[config.mk]
export PLATFORM = sky130hd
export DESIGN_NAME = dual_tachometer_stall_detect_unit_flat
export DESIGN_NICKNAME = d
export VERILOG_FILES = /design/src/rtl/dtsd_pkg.sv /design/src/rtl/dtsd_stream_if.sv /design/src/rtl/dual_tachometer_stall_detect_unit.sv /design/src/flat_wrapper.sv
export SDC_FILE = /design/constraint.sdc
export NUM_CORES = 1
export LEC_CHECK = 0
export BUFFER_PORTS_ARGS = -buffer_cell sky130_fd_sc_hd__buf_4
export CAP_MARGIN = 15
export CORE_ASPECT_RATIO = 1.25
export CORE_UTILIZATION = 55
export DETAILED_ROUTE_END_ITERATION = 8
export PLACE_DENSITY = 0.73
export SYNTH_ARGS = -nofsm -noshare
export SYNTH_HDL_FRONTEND = slang
export SYNTH_SLANG_ARGS = --single-unit
[constraint.sdc]
create_clock -name clk_i -period 9.9 [get_ports clk_i]
set_input_delay 0.495 -clock clk_i [delete_from_list [all_inputs] [get_ports clk_i]]
set_output_delay 0.495 -clock clk_i [all_outputs]
set_load 0.02 [all_outputs]
[src/rtl/dtsd_pkg.sv]
// Shared types and constants of the dual tachometer with stall detection.
// Used by the stream interface instances and the top level; no dependencies.
package dtsd_pkg;

  // Default ring depth (one count per second of window)
  localparam int unsigned WINDOW_DEF = 10;

  // Stall time after reset, in milliseconds
  localparam logic [15:0] STALL_TIME_RST = 16'd5000;

  // Speed codes
  localparam logic signed [15:0] SPEED_MAX   = 16'sd32767;
  localparam logic signed [15:0] SPEED_FAULT = -16'sd1;
  localparam logic signed [15:0] SPEED_ZERO  = 16'sd0;

  // Minutes to seconds
  localparam int unsigned SEC_PER_MIN = 60;

  // One tick beat: pulse counts and motor status of both channels
  typedef struct packed {
    logic [15:0] pulses_a;
    logic [15:0] pulses_b;
    logic        driven_a;
    logic        driven_b;
    logic [31:0] move_age_a;
    logic [31:0] move_age_b;
    logic        cleaning_a;
    logic        cleaning_b;
    logic        clear_fault_a;
    logic        clear_fault_b;
  } tick_t;

  // One report beat: speeds and abort requests
  typedef struct packed {
    logic signed [15:0] speed_a;
    logic signed [15:0] speed_b;
    logic               abort_cleaning_a;
    logic               abort_cleaning_b;
  } report_t;

endpackage

[src/rtl/dtsd_stream_if.sv]
// Valid/ready stream interface carrying one payload beat per handshake.
// Payload type is a parameter; no package dependency.
interface dtsd_stream_if #(
  parameter type T = logic
);
  logic valid;
  logic ready;
  T     payload;

  modport source (output valid, output payload, input ready);
  modport sink   (input valid, input payload, output ready);
endinterface

[src/rtl/dual_tachometer_stall_detect_unit.sv]
// A tick beat is accepted into the input register, and its report beat is then held
//   in the result register; throughput one tick per cycle while report_o is ready.
// The rate is set by the ring update and speed multiply per channel, both done combinationally.
// Reset clears sums, slot, stall faults, ring valid bits and the handshake state;
//   the stall time register returns to 5000 ms. No clearing pass is needed.
// Depends on dtsd_pkg and dtsd_stream_if.
module dual_tachometer_stall_detect_unit #(
  parameter int unsigned WINDOW = dtsd_pkg::WINDOW_DEF
) (
  input  logic                 clk_i,
  input  logic                 rst_ni,
  input  logic                 cfg_we_i,
  input  logic [15:0]          cfg_wdata_i,
  dtsd_stream_if.sink          tick_i,
  dtsd_stream_if.source        report_o
);
  import dtsd_pkg::*;

  // Derived widths and constants
  localparam int unsigned SLOT_W  = $clog2(WINDOW);
  localparam int unsigned SUM_W   = 16 + $clog2(WINDOW);
  // rpm = floor(sum*60/WINDOW) by reciprocal multiply, exact for sum*60 < 2^DIV_N
  localparam int unsigned DIV_N   = 15 + $clog2(WINDOW);
  localparam int unsigned DIV_S   = DIV_N + $clog2(WINDOW);
  localparam longint unsigned DIV_M   = ((64'd1 << DIV_S) + WINDOW - 1) / WINDOW;
  localparam longint unsigned RPM_K   = SEC_PER_MIN * DIV_M;
  // Smallest sum whose rpm exceeds the positive speed range
  localparam int unsigned SAT_SUM = (32768 * WINDOW + SEC_PER_MIN - 1) / SEC_PER_MIN;
  localparam int unsigned MUL_W   = $clog2(SAT_SUM);
  localparam int unsigned K_W     = $clog2(RPM_K + 1);
  localparam int unsigned PROD_W  = MUL_W + K_W;
  localparam logic [SLOT_W-1:0] SLOT_LAST = SLOT_W'(WINDOW - 1);

  typedef struct packed {
    logic [SUM_W-1:0]   sum;
    logic               stalled;
    logic               abort_req;
    logic signed [15:0] speed;
  } chan_res_t;

  // Per-channel update: ring sum, stall latch, speed code
  function automatic chan_res_t chan_eval(
    input logic [SUM_W-1:0] sum_q,
    input logic [15:0]      old_cnt,
    input logic [15:0]      pulses,
    input logic             stalled_q,
    input logic             clear,
    input logic             driven,
    input logic [31:0]      age,
    input logic             cleaning,
    input logic [15:0]      stall_time
  );
    chan_res_t          r;
    logic               kept;
    logic               has_pulses;
    logic               new_stall;
    logic [SUM_W-1:0]   s;
    logic [PROD_W-1:0]  prod;
    kept       = stalled_q & ~clear;
    s          = sum_q - SUM_W'(old_cnt) + SUM_W'(pulses);
    has_pulses = (pulses != 16'd0);
    new_stall  = ~kept & ~has_pulses & driven & (age > 32'(stall_time));
    prod       = PROD_W'(s[MUL_W-1:0]) * PROD_W'(K_W'(RPM_K));
    r.sum       = s;
    r.stalled   = kept | new_stall;
    r.abort_req = new_stall & cleaning;
    if (r.stalled) begin
      r.speed = SPEED_FAULT;
    end else if (!has_pulses) begin
      r.speed = SPEED_ZERO;
    end else if (s >= SUM_W'(SAT_SUM)) begin
      r.speed = SPEED_MAX;
    end else begin
      r.speed = {1'b0, prod[DIV_S +: 15]};
    end
    return r;
  endfunction

  // Handshake state
  logic        in_vld_q;
  tick_t       in_q;
  logic        out_vld_q;
  report_t     out_q;
  logic        advance;

  // Block state
  logic [15:0]       stall_time_q;
  logic [SUM_W-1:0]  sum_a_q, sum_b_q;
  logic              stalled_a_q, stalled_b_q;
  logic [SLOT_W-1:0] slot_q, slot_nxt, rd_addr;
  logic [WINDOW-1:0] ring_vld_q;
  logic              rd_vld_q;
  logic [15:0]       ring_a_q [WINDOW];
  logic [15:0]       ring_b_q [WINDOW];
  logic [15:0]       ring_a_rd_q, ring_b_rd_q;
  logic [15:0]       old_a, old_b;
  chan_res_t         res_a, res_b;

  // Beat moves from input register to result register
  assign advance      = in_vld_q & (~out_vld_q | report_o.ready);
  assign tick_i.ready = ~in_vld_q | advance;

  assign report_o.valid   = out_vld_q;
  assign report_o.payload = out_q;

  // Slot pointer and prefetch address of the ring entry to retire next
  assign slot_nxt = (slot_q == SLOT_LAST) ? '0 : slot_q + SLOT_W'(1);
  assign rd_addr  = advance ? slot_nxt : slot_q;

  // Entries never written read as zero
  assign old_a = rd_vld_q ? ring_a_rd_q : 16'd0;
  assign old_b = rd_vld_q ? ring_b_rd_q : 16'd0;

  // Channel evaluation
  always_comb begin
    res_a = chan_eval(sum_a_q, old_a, in_q.pulses_a, stalled_a_q, in_q.clear_fault_a,
                      in_q.driven_a, in_q.move_age_a, in_q.cleaning_a, stall_time_q);
    res_b = chan_eval(sum_b_q, old_b, in_q.pulses_b, stalled_b_q, in_q.clear_fault_b,
                      in_q.driven_b, in_q.move_age_b, in_q.cleaning_b, stall_time_q);
  end

  // Configuration register
  always_ff @(posedge clk_i or negedge rst_ni) begin
    if (!rst_ni) begin
      stall_time_q <= STALL_TIME_RST;
    end else if (cfg_we_i) begin
      stall_time_q <= cfg_wdata_i;
    end
  end

  // Input register
  always_ff @(posedge clk_i or negedge rst_ni) begin
    if (!rst_ni) begin
      in_vld_q <= 1'b0;
    end else if (tick_i.ready) begin
      in_vld_q <= tick_i.valid;
    end
  end

  always_ff @(posedge clk_i) begin
    if (tick_i.valid && tick_i.ready) begin
      in_q <= tick_i.payload;
    end
  end

  // Result register
  always_ff @(posedge clk_i or negedge rst_ni) begin
    if (!rst_ni) begin
      out_vld_q <= 1'b0;
    end else if (advance) begin
      out_vld_q <= 1'b1;
    end else if (report_o.ready) begin
      out_vld_q <= 1'b0;
    end
  end

  always_ff @(posedge clk_i) begin
    if (advance) begin
      out_q.speed_a          <= res_a.speed;
      out_q.speed_b          <= res_b.speed;
      out_q.abort_cleaning_a <= res_a.abort_req;
      out_q.abort_cleaning_b <= res_b.abort_req;
    end
  end

  // Channel state: sums, faults, slot, ring valid bits
  always_ff @(posedge clk_i or negedge rst_ni) begin
    if (!rst_ni) begin
      sum_a_q     <= '0;
      sum_b_q     <= '0;
      stalled_a_q <= 1'b0;
      stalled_b_q <= 1'b0;
      slot_q      <= '0;
      ring_vld_q  <= '0;
      rd_vld_q    <= 1'b0;
    end else begin
      if (advance) begin
        sum_a_q             <= res_a.sum;
        sum_b_q             <= res_b.sum;
        stalled_a_q         <= res_a.stalled;
        stalled_b_q         <= res_b.stalled;
        slot_q              <= slot_nxt;
        ring_vld_q[slot_q]  <= 1'b1;
      end
      rd_vld_q <= ring_vld_q[rd_addr];
    end
  end

  // Ring memories: write retiring slot, read next slot registered
  always_ff @(posedge clk_i) begin
    if (advance) begin
      ring_a_q[slot_q] <= in_q.pulses_a;
      ring_b_q[slot_q] <= in_q.pulses_b;
    end
    ring_a_rd_q <= ring_a_q[rd_addr];
    ring_b_rd_q <= ring_b_q[rd_addr];
  end

  // Checks
  a_slot_range: assert property (@(posedge clk_i) disable iff (!rst_ni)
    slot_q <= SLOT_LAST)
    else $error("slot pointer out of window");

  a_abort_fault_a: assert property (@(posedge clk_i) disable iff (!rst_ni)
    (out_vld_q && out_q.abort_cleaning_a) |-> (out_q.speed_a == SPEED_FAULT))
    else $error("abort request on channel a without fault code");

  a_abort_fault_b: assert property (@(posedge clk_i) disable iff (!rst_ni)
    (out_vld_q && out_q.abort_cleaning_b) |-> (out_q.speed_b == SPEED_FAULT))
    else $error("abort request on channel b without fault code");

  a_ring_filled: assert property (@(posedge clk_i) disable iff (!rst_ni)
    advance |=> ring_vld_q[$past(slot_q)])
    else $error("ring entry not marked valid after write");

  a_sum_bound: assert property (@(posedge clk_i) disable iff (!rst_ni)
    (sum_a_q <= SUM_W'(WINDOW * 65535)) && (sum_b_q <= SUM_W'(WINDOW * 65535)))
    else $error("window sum exceeds ring capacity");

endmodule

[src/flat_wrapper.sv]
// flat-port wrapper written by rule: the top's interface ports become plain ports
module dual_tachometer_stall_detect_unit_flat import dtsd_pkg::*;
#(
  parameter int unsigned WINDOW = dtsd_pkg::WINDOW_DEF
)
  (clk_i, rst_ni, cfg_we_i, cfg_wdata_i, tick_i_valid, tick_i_payload, tick_i_ready, report_o_valid, report_o_payload, report_o_ready);
  dtsd_stream_if #(.T(tick_t)) tick_i_i ();
  dtsd_stream_if #(.T(report_t)) report_o_i ();
  input  logic clk_i;
  input  logic rst_ni;
  input  logic cfg_we_i;
  input  logic [15:0] cfg_wdata_i;
  input wire logic [$bits(tick_i_i.valid)-1:0] tick_i_valid;
  input wire logic [$bits(tick_i_i.payload)-1:0] tick_i_payload;
  output wire logic [$bits(tick_i_i.ready)-1:0] tick_i_ready;
  output wire logic [$bits(report_o_i.valid)-1:0] report_o_valid;
  output wire logic [$bits(report_o_i.payload)-1:0] report_o_payload;
  input wire logic [$bits(report_o_i.ready)-1:0] report_o_ready;
  assign tick_i_i.valid = tick_i_valid;
  assign tick_i_i.payload = tick_i_payload;
  assign tick_i_ready = tick_i_i.ready;
  assign report_o_valid = report_o_i.valid;
  assign report_o_payload = report_o_i.payload;
  assign report_o_i.ready = report_o_ready;
  dual_tachometer_stall_detect_unit #(.WINDOW(WINDOW)) u_core (.clk_i(clk_i), .rst_ni(rst_ni), .cfg_we_i(cfg_we_i), .cfg_wdata_i(cfg_wdata_i), .tick_i(tick_i_i), .report_o(report_o_i));
endmodule
; Word-level counts from Yosys, hierarchy flattened
; Memory sizes are Yosys's and may differ from the RTL's. A register that Yosys moved wholly into a read port is not among the register bits.
; Index checks and enable logic that the tools add are counted.
[word_totals]
register_bits = 211
ram_bits = 320
inputBits = 123
out_inout_bits = 36
elab_cells = 86
n_memories = 2
[memory_table]
columns = name, depth, word_bits, read_ports, rd_clocked_by_memory_dff, write_ports, line_no
row1 = u_core.ring_a_q, 10, 16, 1, 1, 1, dual_tachometer_stall_detect_unit.sv:93  ; logic [15:0] ring_a_q [WINDOW];
row2 = u_core.ring_b_q, 10, 16, 1, 1, 1, dual_tachometer_stall_detect_unit.sv:94  ; logic [15:0] ring_b_q [WINDOW];
[op_classes]
addsub = 5
n_mul = 2
order_cmp = 7
n_eq_ne = 1
muxes = 16
bitwise = 24
n_reduce_logical = 5
[ops]
columns = cell, count
row1 = "13-bit by 24-bit multiplier with 36-bit output, second input constant", 2
row2 = 32-bit by 16-bit greater-than comparator with 1-bit output, 2
row3 = 16-bit 2-to-1 mux, 3
row4 = 15-bit 2-to-1 mux, 3
row5 = 20-bit by 16-bit adder with 20-bit output, 2
row6 = "20-bit by 13-bit >= comparator with 1-bit output, second input constant", 2
row7 = 20-bit by 16-bit subtractor with 20-bit output, 2
row8 = 16-bit nonzero test, 2
row9 = 1-bit bitwise AND, 11
row10 = "4-bit by 5-bit < comparator with 1-bit output, second input constant", 2
row11 = 10-bit OR, 1
row12 = 4-bit 2-to-1 mux, 2
row13 = 1-bit NOT, 8
row14 = 1-bit 2-to-1 mux, 6
row15 = "4-bit by 1-bit adder with 4-bit output, second input constant", 1
row16 = 1-bit binary-select mux with 4-bit select, 1
row17 = 1-bit demux with 4-bit select, 1
row18 = "4-bit equality test, second input constant", 1
row19 = "4-bit by 1-bit >= comparator with 1-bit output, second input constant", 1
row20 = 1-bit OR, 4
row21 = 1-bit logical AND, 2
row22 = 2-bit nonzero test, 1

; Depth between registers and ports, before layout
; Gate-level depths: netlist of the first run.
[depth]
depth_word = 7
ltp_mapped = 26

; Worst setup path before layout of the first run
; Ideal clock, no wire load.
[synth_timing]
path_kind = reg2reg
from = register u_core.rd_vld_q
to = register u_core.out_q, in the netlist u_core.report_o.payload[16] (data pin)
setup_ns = 0.258
arrival_time_ns = 4.992
required_time_ns = 9.642
slack_ns = 4.651
stages_incl_launch_ff = 24
path_buffers = 1
synth_period_minus_slack_ns = 5.249
cell_sequence = dfrtp_1 > clkbuf_1 > and2_1 > fa_1 > inv_1 > fa_1 > a21o_1 > a311o_1 > o21ai_1 > xor2_1 > inv_1 > ha_1 > inv_1 > ha_1 > ha_1 > ha_1 > a31oi_1 > nor2b_1 > o21ai_0 > o21bai_1 > a21o_1 > a31oi_1 > xnor2_1 > o21ai_2
[synth_lines]
columns = element, line_no
row1 = start: declaration, dual_tachometer_stall_detect_unit.sv:92  ; logic rd_vld_q;
row2 = start signal: assignment, dual_tachometer_stall_detect_unit.sv:185  ; rd_vld_q <= ring_vld_q[rd_addr];
row3 = end: declaration, dual_tachometer_stall_detect_unit.sv:83  ; report_t out_q;

==> results of run 1 <==
[repair_timing]
action                    4_1_cts  5_1_grt
hold buffers                    1        0
buffers inserted                0        0
resized for setup               0        0
hold endpoints to repair       17        0
[flip-flops by register name, summed over array words and instances, names as in the netlist]
register / cells
u_core.ring_b_rd_q: 16
u_core.sum_a_q: 20
u_core.stalled_a_q: 1
u_core.in_q: 102
u_core.in_vld_q: 1
u_core.rd_vld_q: 1
u_core.ring_a_rd_q: 16
u_core.ring_vld_q: 10
u_core.sum_b_q: 20
u_core.slot_q: 4
u_core.ring_b_q: 160
u_core.ring_a_q: 160
u_core.stalled_b_q: 1
u_core.report_o.payload: 34
u_core.stall_time_q: 16
u_core.report_o.valid: 1
[worst max-delay path by stage]
stage	slack [ns]	to	cells after the start	start
finish	4.05	u_core.report_o.payload[16]$_SDFFCE_PP1P_	22	u_core.rd_vld_q$_DFF_PN0_
global route	3.70	u_core.report_o.payload[16]$_SDFFCE_PP1P_	22	u_core.rd_vld_q$_DFF_PN0_
CTS	4.00	u_core.report_o.payload[16]$_SDFFCE_PP1P_	22	u_core.rd_vld_q$_DFF_PN0_
detailed placement	4.02	u_core.report_o.payload[16]$_SDFFCE_PP1P_	22	u_core.rd_vld_q$_DFF_PN0_
global placement	4.17	u_core.report_o.payload[16]$_SDFFCE_PP1P_	22	u_core.rd_vld_q$_DFF_PN0_
floorplan	4.65	u_core.report_o.payload[16]$_SDFFCE_PP1P_	23	u_core.rd_vld_q$_DFF_PN0_
[logic make-up after synthesis]
| group | count (synthesis) | synth area share (%) |
|---|---|---|
| buffers and inverters | 277 | 4.10 |
| muxes | 67 | 5.80 |
| adders and majority gates | 198 | 10.6 |
| DFF | 563 | 62.8 |
| and+or+nand+nor | 371 | 7.22 |
| AOI/OAI and AO/OA | 306 | 7.49 |
| xor gates and xnor gates | 57 | 1.93 |
[final cells by class]
class / count / area, um^2
tap: 585 / 732
sequential: 563 / 16200
clock buffer: 72 / 1500
timing repair buffer: 184 / 1380
multi-input combinational: 999 / 8640
fill: 3391 / 16600
inverter: 218 / 818
clock inverter: 30 / 384
[routing by layer]
| metal | vias to the layer above | share of wire, % |
|---|---|---|
| met4 | 0 | 2.7 |
| met5 | - | 0 |
| met2 | 386 | 51 |
| met1 | 7455 | 42 |
| li1 | 7063 | - |
| met3 | 88 | 4.8 |
[synthesized netlist by cell type (all sizes together), types with 5 or more instances]
| cell type | count |
|---|---|
| or2 | 13 |
| a21o | 19 |
| dfstp | 5 |
| o211ai | 7 |
| fa | 36 |
| and3 | 8 |
| dfrtp | 70 |
| nand4 | 12 |
| edfxtp | 456 |
| a31oi | 47 |
| a211oi | 39 |
| nor2b | 9 |
| nor3 | 7 |
| nor2 | 27 |
| a21oi | 66 |
| dfxtp | 32 |
| nand3 | 12 |
| clkbuf | 48 |
| nor4 | 20 |
| mux4 | 66 |
| xnor2 | 38 |
| buf | 11 |
| inv | 218 |
| o21ai | 95 |
| and2 | 67 |
| xor2 | 19 |
| nand2b | 14 |
| nand2 | 168 |
| ha | 162 |
[placed cells by master, fill, tap and decap left out, drive strengths merged, types with 32 or more instances in the layout]
master and instances:
inv 221, mux4 66, a21oi 66, a31oi 47
dfrtp 70, buf 182, clkbuf 73, fa 36
ha 162, a211oi 39, nand2 168, xnor2 38
dfxtp 32, and2 67, o21ai 95, edfxtp 456
[per-stage QoR]
step                cells  hold WS, ns  setup WS, ns
detailed placement   2547        0.396          4.02
finish               2651       0.0627          4.05
global route         2651       0.0340          3.70
floorplan            1839        0.199          4.65
CTS                  2650       0.0330          4.00
global placement     2547        0.395          4.17
[worst register-to-register path, cell delays in order, from the launching register on]
cell	delay, ns
dfrtp_1	0.66
and2_1	0.30
fa_1	0.48
inv_1	0.07
fa_1	0.45
a21o_1	0.20
a311o_1	0.37
o21ai_1	0.13
xor2_1	0.24
inv_1	0.09
ha_1	0.28
inv_1	0.04
ha_1	0.27
ha_1	0.29
ha_1	0.34
a31oi_1	0.25
nor2b_1	0.07
o21ai_0	0.25
o21bai_1	0.11
a21o_1	0.21
a31oi_1	0.21
xnor2_1	0.17
o21ai_2	0.06
==> flow_metrics.tcl, run 1 <==
set metrics [dict create \
    drc 0 \
    hold-path-endpoint "u_core.in_q[14]$_DFFE_PP_" \
    crit_path_top_delay_cell "dfrtp_1" \
    hpwlAfterDp_um 35000 \
    cap_violations 0 \
    min_path_type "in2reg" \
    synthFlopType "edfxtp_1" \
    cts_tree "yes" \
    wirelength_um 53100 \
    start_kind "flip-flop" \
    overflow 0 \
    fmaxAchievable_mhz 171 \
    outcome "finished, final reports clean" \
    io_pins 159 \
    gr-usage-met2_pct 39.4 \
    design.core.area_mm2 0.0462 \
    synth_cell_types 67 \
    end_kind "flip-flop" \
    grt_pass1_wl_um 83800 \
    rows 88 \
    synth.avg_cell_area_um2 14.0 \
    antenna_cells 0 \
    worst-path-buf-inv 3 \
    yosysTopAreaCellShare_pct 53.0 \
    wl_per_cell_um 20.0 \
    postLayoutCoreUtil_pct 64.2 \
    clock_skew_ns 0.0188 \
    clk_latency_ns 0.61 \
    nets 2341 \
    placed_cell_area_mm2 0.0278 \
    synth_area_leader_cell "edfxtp_1" \
    drt_pass1_iterations 5 \
    critPathTopFamily "adder cells" \
    max_stage_delay_ns 0.66 \
    slew_headroom_pct 35.9 \
    worstMarginPinSlew_ns 0.958 \
    worstReg2RegEnd "u_core.report_o.payload[16]$_SDFFCE_PP1P_" \
    grt_antenna_before_repair 0 \
    ys_seq_area_share_pct 62.8 \
    num_vias 14992 \
    rr_worst_depth 22 \
    cp_max_fo 32 \
    ant_nets 0 \
    die-area_mm2 0.0478 \
    fin_area_mm2 0.0297 \
    synth_fp_nets 2160 \
    via_per_inst 5.66 \
    routabilityCongestion 0.846 \
    drt_iter0_drc 986 \
    start_util_pct 55.8 \
    grt_max_degree 74 \
    finalHoldViolations 0 \
    grt_busiest_layer "met2" \
    r2r_slack_ns 4.05 \
    setup_tns_ns 0 \
    synthToLayoutAreaGrowth_pct 15.0 \
    min_from "tick_i_payload[14]" \
    cp_cell_sequence "and2_1 -> fa_1 -> inv_1 -> fa_1 -> a21o_1 -> a311o_1 -> o21ai_1 -> xor2_1 -> inv_1 -> ha_1 -> inv_1 -> ha_1 -> ha_1 -> ha_1 -> a31oi_1 -> nor2b_1 -> o21ai_0 -> o21bai_1 -> a21o_1 -> a31oi_1 -> xnor2_1 -> o21ai_2" \
    rsz0062_at_grt "no" \
    ys_top_cells_by_area "edfxtp_1, ha_1, dfrtp_1" \
    numPortBuffers 158 \
    numCtsBuffers 54 \
    clock_path_buffers 3 \
    die_w_um 196 \
    arrival_ns 6.16 \
    use_met3_pct 3.37 \
    die_y_um 244 \
    cp.required_ns 10.22 \
    clockRootBuffer "clkbuf_16" \
    netlist_instances 1839 \
    yosys_register_bits 563 \
    layout-drive-gt1-share_pct 19.2 \
    clock_sinks 563 \
    drv_slew 0 \
    clk_pin_slew_worst_paths_ns 0.07 \
    track_usage_pct 22.9 \
    setup_viol 0 \
    min_period_over_period_pct 59.1 \
    synth-edff-count 456 \
    fin_crit_ns 5.85 \
    cp_common_cell "ha_1" \
    syn_area_mm2 0.0258 \
    critPathKind "reg2reg" \
    grt_pass1_vias 15383 \
    hold_depth 1 \
    synthArstFlopShare_pct 13.3 \
    synth_warnings 0 \
    r2r-start "u_core.rd_vld_q$_DFF_PN0_" \
    htreeDepth 2 \
    use_met1_pct 30.1 \
]
Power of run 1 is not shown: default switching activity piles up to over one toggle a cycle in this logic, so the estimate is an artifact.
==> inputs of run 2 (changes only) <==
--- a/config.mk
+++ b/config.mk
@@ -10,7 +10,7 @@
 export CORE_ASPECT_RATIO = 1.25
 export CORE_UTILIZATION = 55
 export DETAILED_ROUTE_END_ITERATION = 8
-export PLACE_DENSITY = 0.73
+export PLACE_DENSITY = 0.76
 export SYNTH_ARGS = -nofsm -noshare
 export SYNTH_HDL_FRONTEND = slang
 export SYNTH_SLANG_ARGS = --single-unit
==> constraint.sdc (replaced) <==
create_clock -name clk_i -period 5.05 [get_ports clk_i]
set_input_delay 0.2525 -clock clk_i [delete_from_list [all_inputs] [get_ports clk_i]]
set_output_delay 0.2525 -clock clk_i [all_outputs]
set_load 0.02 [all_outputs]
==> run 2 against run 1 <==
  * Via count is 9.3% higher
  * Non-clock buffer count up 241
  * Setup slack lost 4.0 ns
  * Maximum frequency grew 18%
  * Highest routed layer unchanged
==> flow_metrics.tcl, run 2 (synthesized netlist as in run 1, its figures left out) <==
set metrics [dict create \
    outcome "finished, final reports clean" \
    final_common_cell "edfxtp_1" \
    cts_tree "yes" \
    numCtsBuffers 52 \
    die_w_um 196 \
    rsz0062_at_grt "yes" \
    clock_sinks 563 \
    slew_headroom_pct 28.4 \
    min_period_over_period_pct 98.5 \
    rows 88 \
    clock_skew_ns 0.0139 \
    fin_crit_ns 4.97 \
    die-area_mm2 0.0478 \
    layout-drive-gt1-share_pct 25.5 \
    grt_pass1_wl_um 90600 \
    drt_iter0_drc 1267 \
    grt_pass1_vias 16698 \
    ant_nets 0 \
    min_path_type "in2reg" \
    nets 2580 \
    grt_antenna_before_repair 0 \
    hpwlAfterDp_um 37400 \
    arrival_ns 5.30 \
    cap_violations 0 \
    drt_pass1_iterations 5 \
    placedCellCount 2650 \
    via_per_inst 5.67 \
    critPathKind "reg2reg" \
    htreeDepth 2 \
    worstMarginPinSlew_ns 1.07 \
    seq_area_mm2 0.0162 \
    synthToLayoutAreaGrowth_pct 25.1 \
    finalHoldViolations 0 \
    fin_area_mm2 0.0323 \
    cp.required_ns 5.37 \
    antenna_cells 0 \
    wl_per_cell_um 20.5 \
    num_vias 16382 \
    fin_cells 2888 \
    die_y_um 244 \
    drv_slew 0 \
    start_util_pct 55.8 \
    hold-worst-slack_ns 0.0370 \
    overflow 0 \
    fillers 3041 \
    rr_worst_depth 22 \
    final_cell_mix "edfxtp_1, buf_4, inv_1" \
    clk_latency_ns 0.61 \
    grt_max_degree 101 \
    wirelength_um 59300 \
    setup_viol 0 \
    r2r_slack_ns 0.08 \
    clockRootBuffer "clkbuf_16" \
    numPortBuffers 158 \
    design.core.area_mm2 0.0462 \
    drc 0 \
    start_kind "flip-flop" \
    io_pins 159 \
    routabilityCongestion 0.840 \
    track_usage_pct 24.9 \
    fmaxAchievable_mhz 201 \
    clock_path_buffers 3 \
    end_kind "flip-flop" \
    top_regs "u_core.ring_a_q: 160 flops, u_core.ring_b_q: 160 flops, u_core.in_q: 102 flops" \
    cp_max_fo 7 \
    multi_input_area_mm2 0.00925 \
    hold_depth 3 \
    postLayoutCoreUtil_pct 69.8 \
    placed_cell_area_mm2 0.0286 \
    clk_pin_slew_worst_paths_ns 0.07 \
]
==> run 2: worst paths after layout <==
kind	startpoint	endpoint
worst max-delay path	u_core.rd_vld_q$_DFF_PN0_	u_core.report_o.payload[32]$_SDFFCE_PP1P_
worst min-delay path	cfg_we_i	u_core.stall_time_q[9]$_DFFE_PN1P_
worst max register to register	u_core.rd_vld_q$_DFF_PN0_	u_core.report_o.payload[32]$_SDFFCE_PP1P_
worst min register to register	u_core.ring_vld_q[9]$_DFFE_PN0P_	u_core.ring_vld_q[9]$_DFFE_PN0P_
max in group asynchronous	rst_ni	u_core.rd_vld_q$_DFF_PN0_
min in group asynchronous	rst_ni	u_core.stall_time_q[4]$_DFFE_PN0P_
==> run 2: repair_timing <==
action,CTS,global route
hold endpoints to repair,143,0
cloned,0,1
gates resized for setup,15,87
hold buffers,123,0
setup endpoints to repair,7,11
pin swaps,9,68
buffers inserted,3,13
==> run 2: layer usage <==
| layer | routed length, um | global-route usage (%) | vias up |
|---|---|---|---|
| met5 | 0 | 0 | - |
| met4 | 1830 | 8.85 | 0 |
| met3 | 3590 | 3.82 | 130 |
| met2 | 29900 | 42.3 | 600 |
| met1 | 23900 | 32.6 | 8121 |
| li1 | - | - | 7531 |
==> run 2: area by class of cell <==
type	instances	area share, %
Sequential cell	563	50.2
Multi-Input combinational cell	999	28.6
Timing Repair Buffer	425	11.0
Clock buffer	76	4.56
Inverter	218	2.53
Tap cell	585	2.27
Clock inverter	22	0.798
==> run 2: worst max-delay path, cell delays in order (launching register included) <==
cell      delay, ns
dfrtp_2        0.47
and2_4         0.18
fa_1           0.51
inv_2          0.05
buf_4          0.13
fa_2           0.35
a211o_1        0.31
a21oi_2        0.20
o21bai_1       0.09
xor2_1         0.16
ha_1           0.29
inv_1          0.05
ha_1           0.31
ha_4           0.26
ha_4           0.25
a31oi_4        0.16
nand2b_4       0.15
a21oi_2        0.06
o21ai_1        0.13
nand2b_1       0.13
a31oi_4        0.22
xnor2_1        0.13
o22ai_1        0.08
==> run 2: per-stage QoR <==
| stage | setup WS (ns) | setup TNS [ns] |
|---|---|---|
| 2_1_floorplan | -0.00851 | -0.00851 |
| 3_3_place_gp | -0.0183 | -0.0183 |
| 3_5_place_dp | -0.142 | -0.464 |
| 4_1_cts | 0.000783 | 0 |
| 5_1_grt | -0.141 | -0.541 |
| 6_report | 0.0773 | 0 |
Power of run 2 is left out for the same reason.
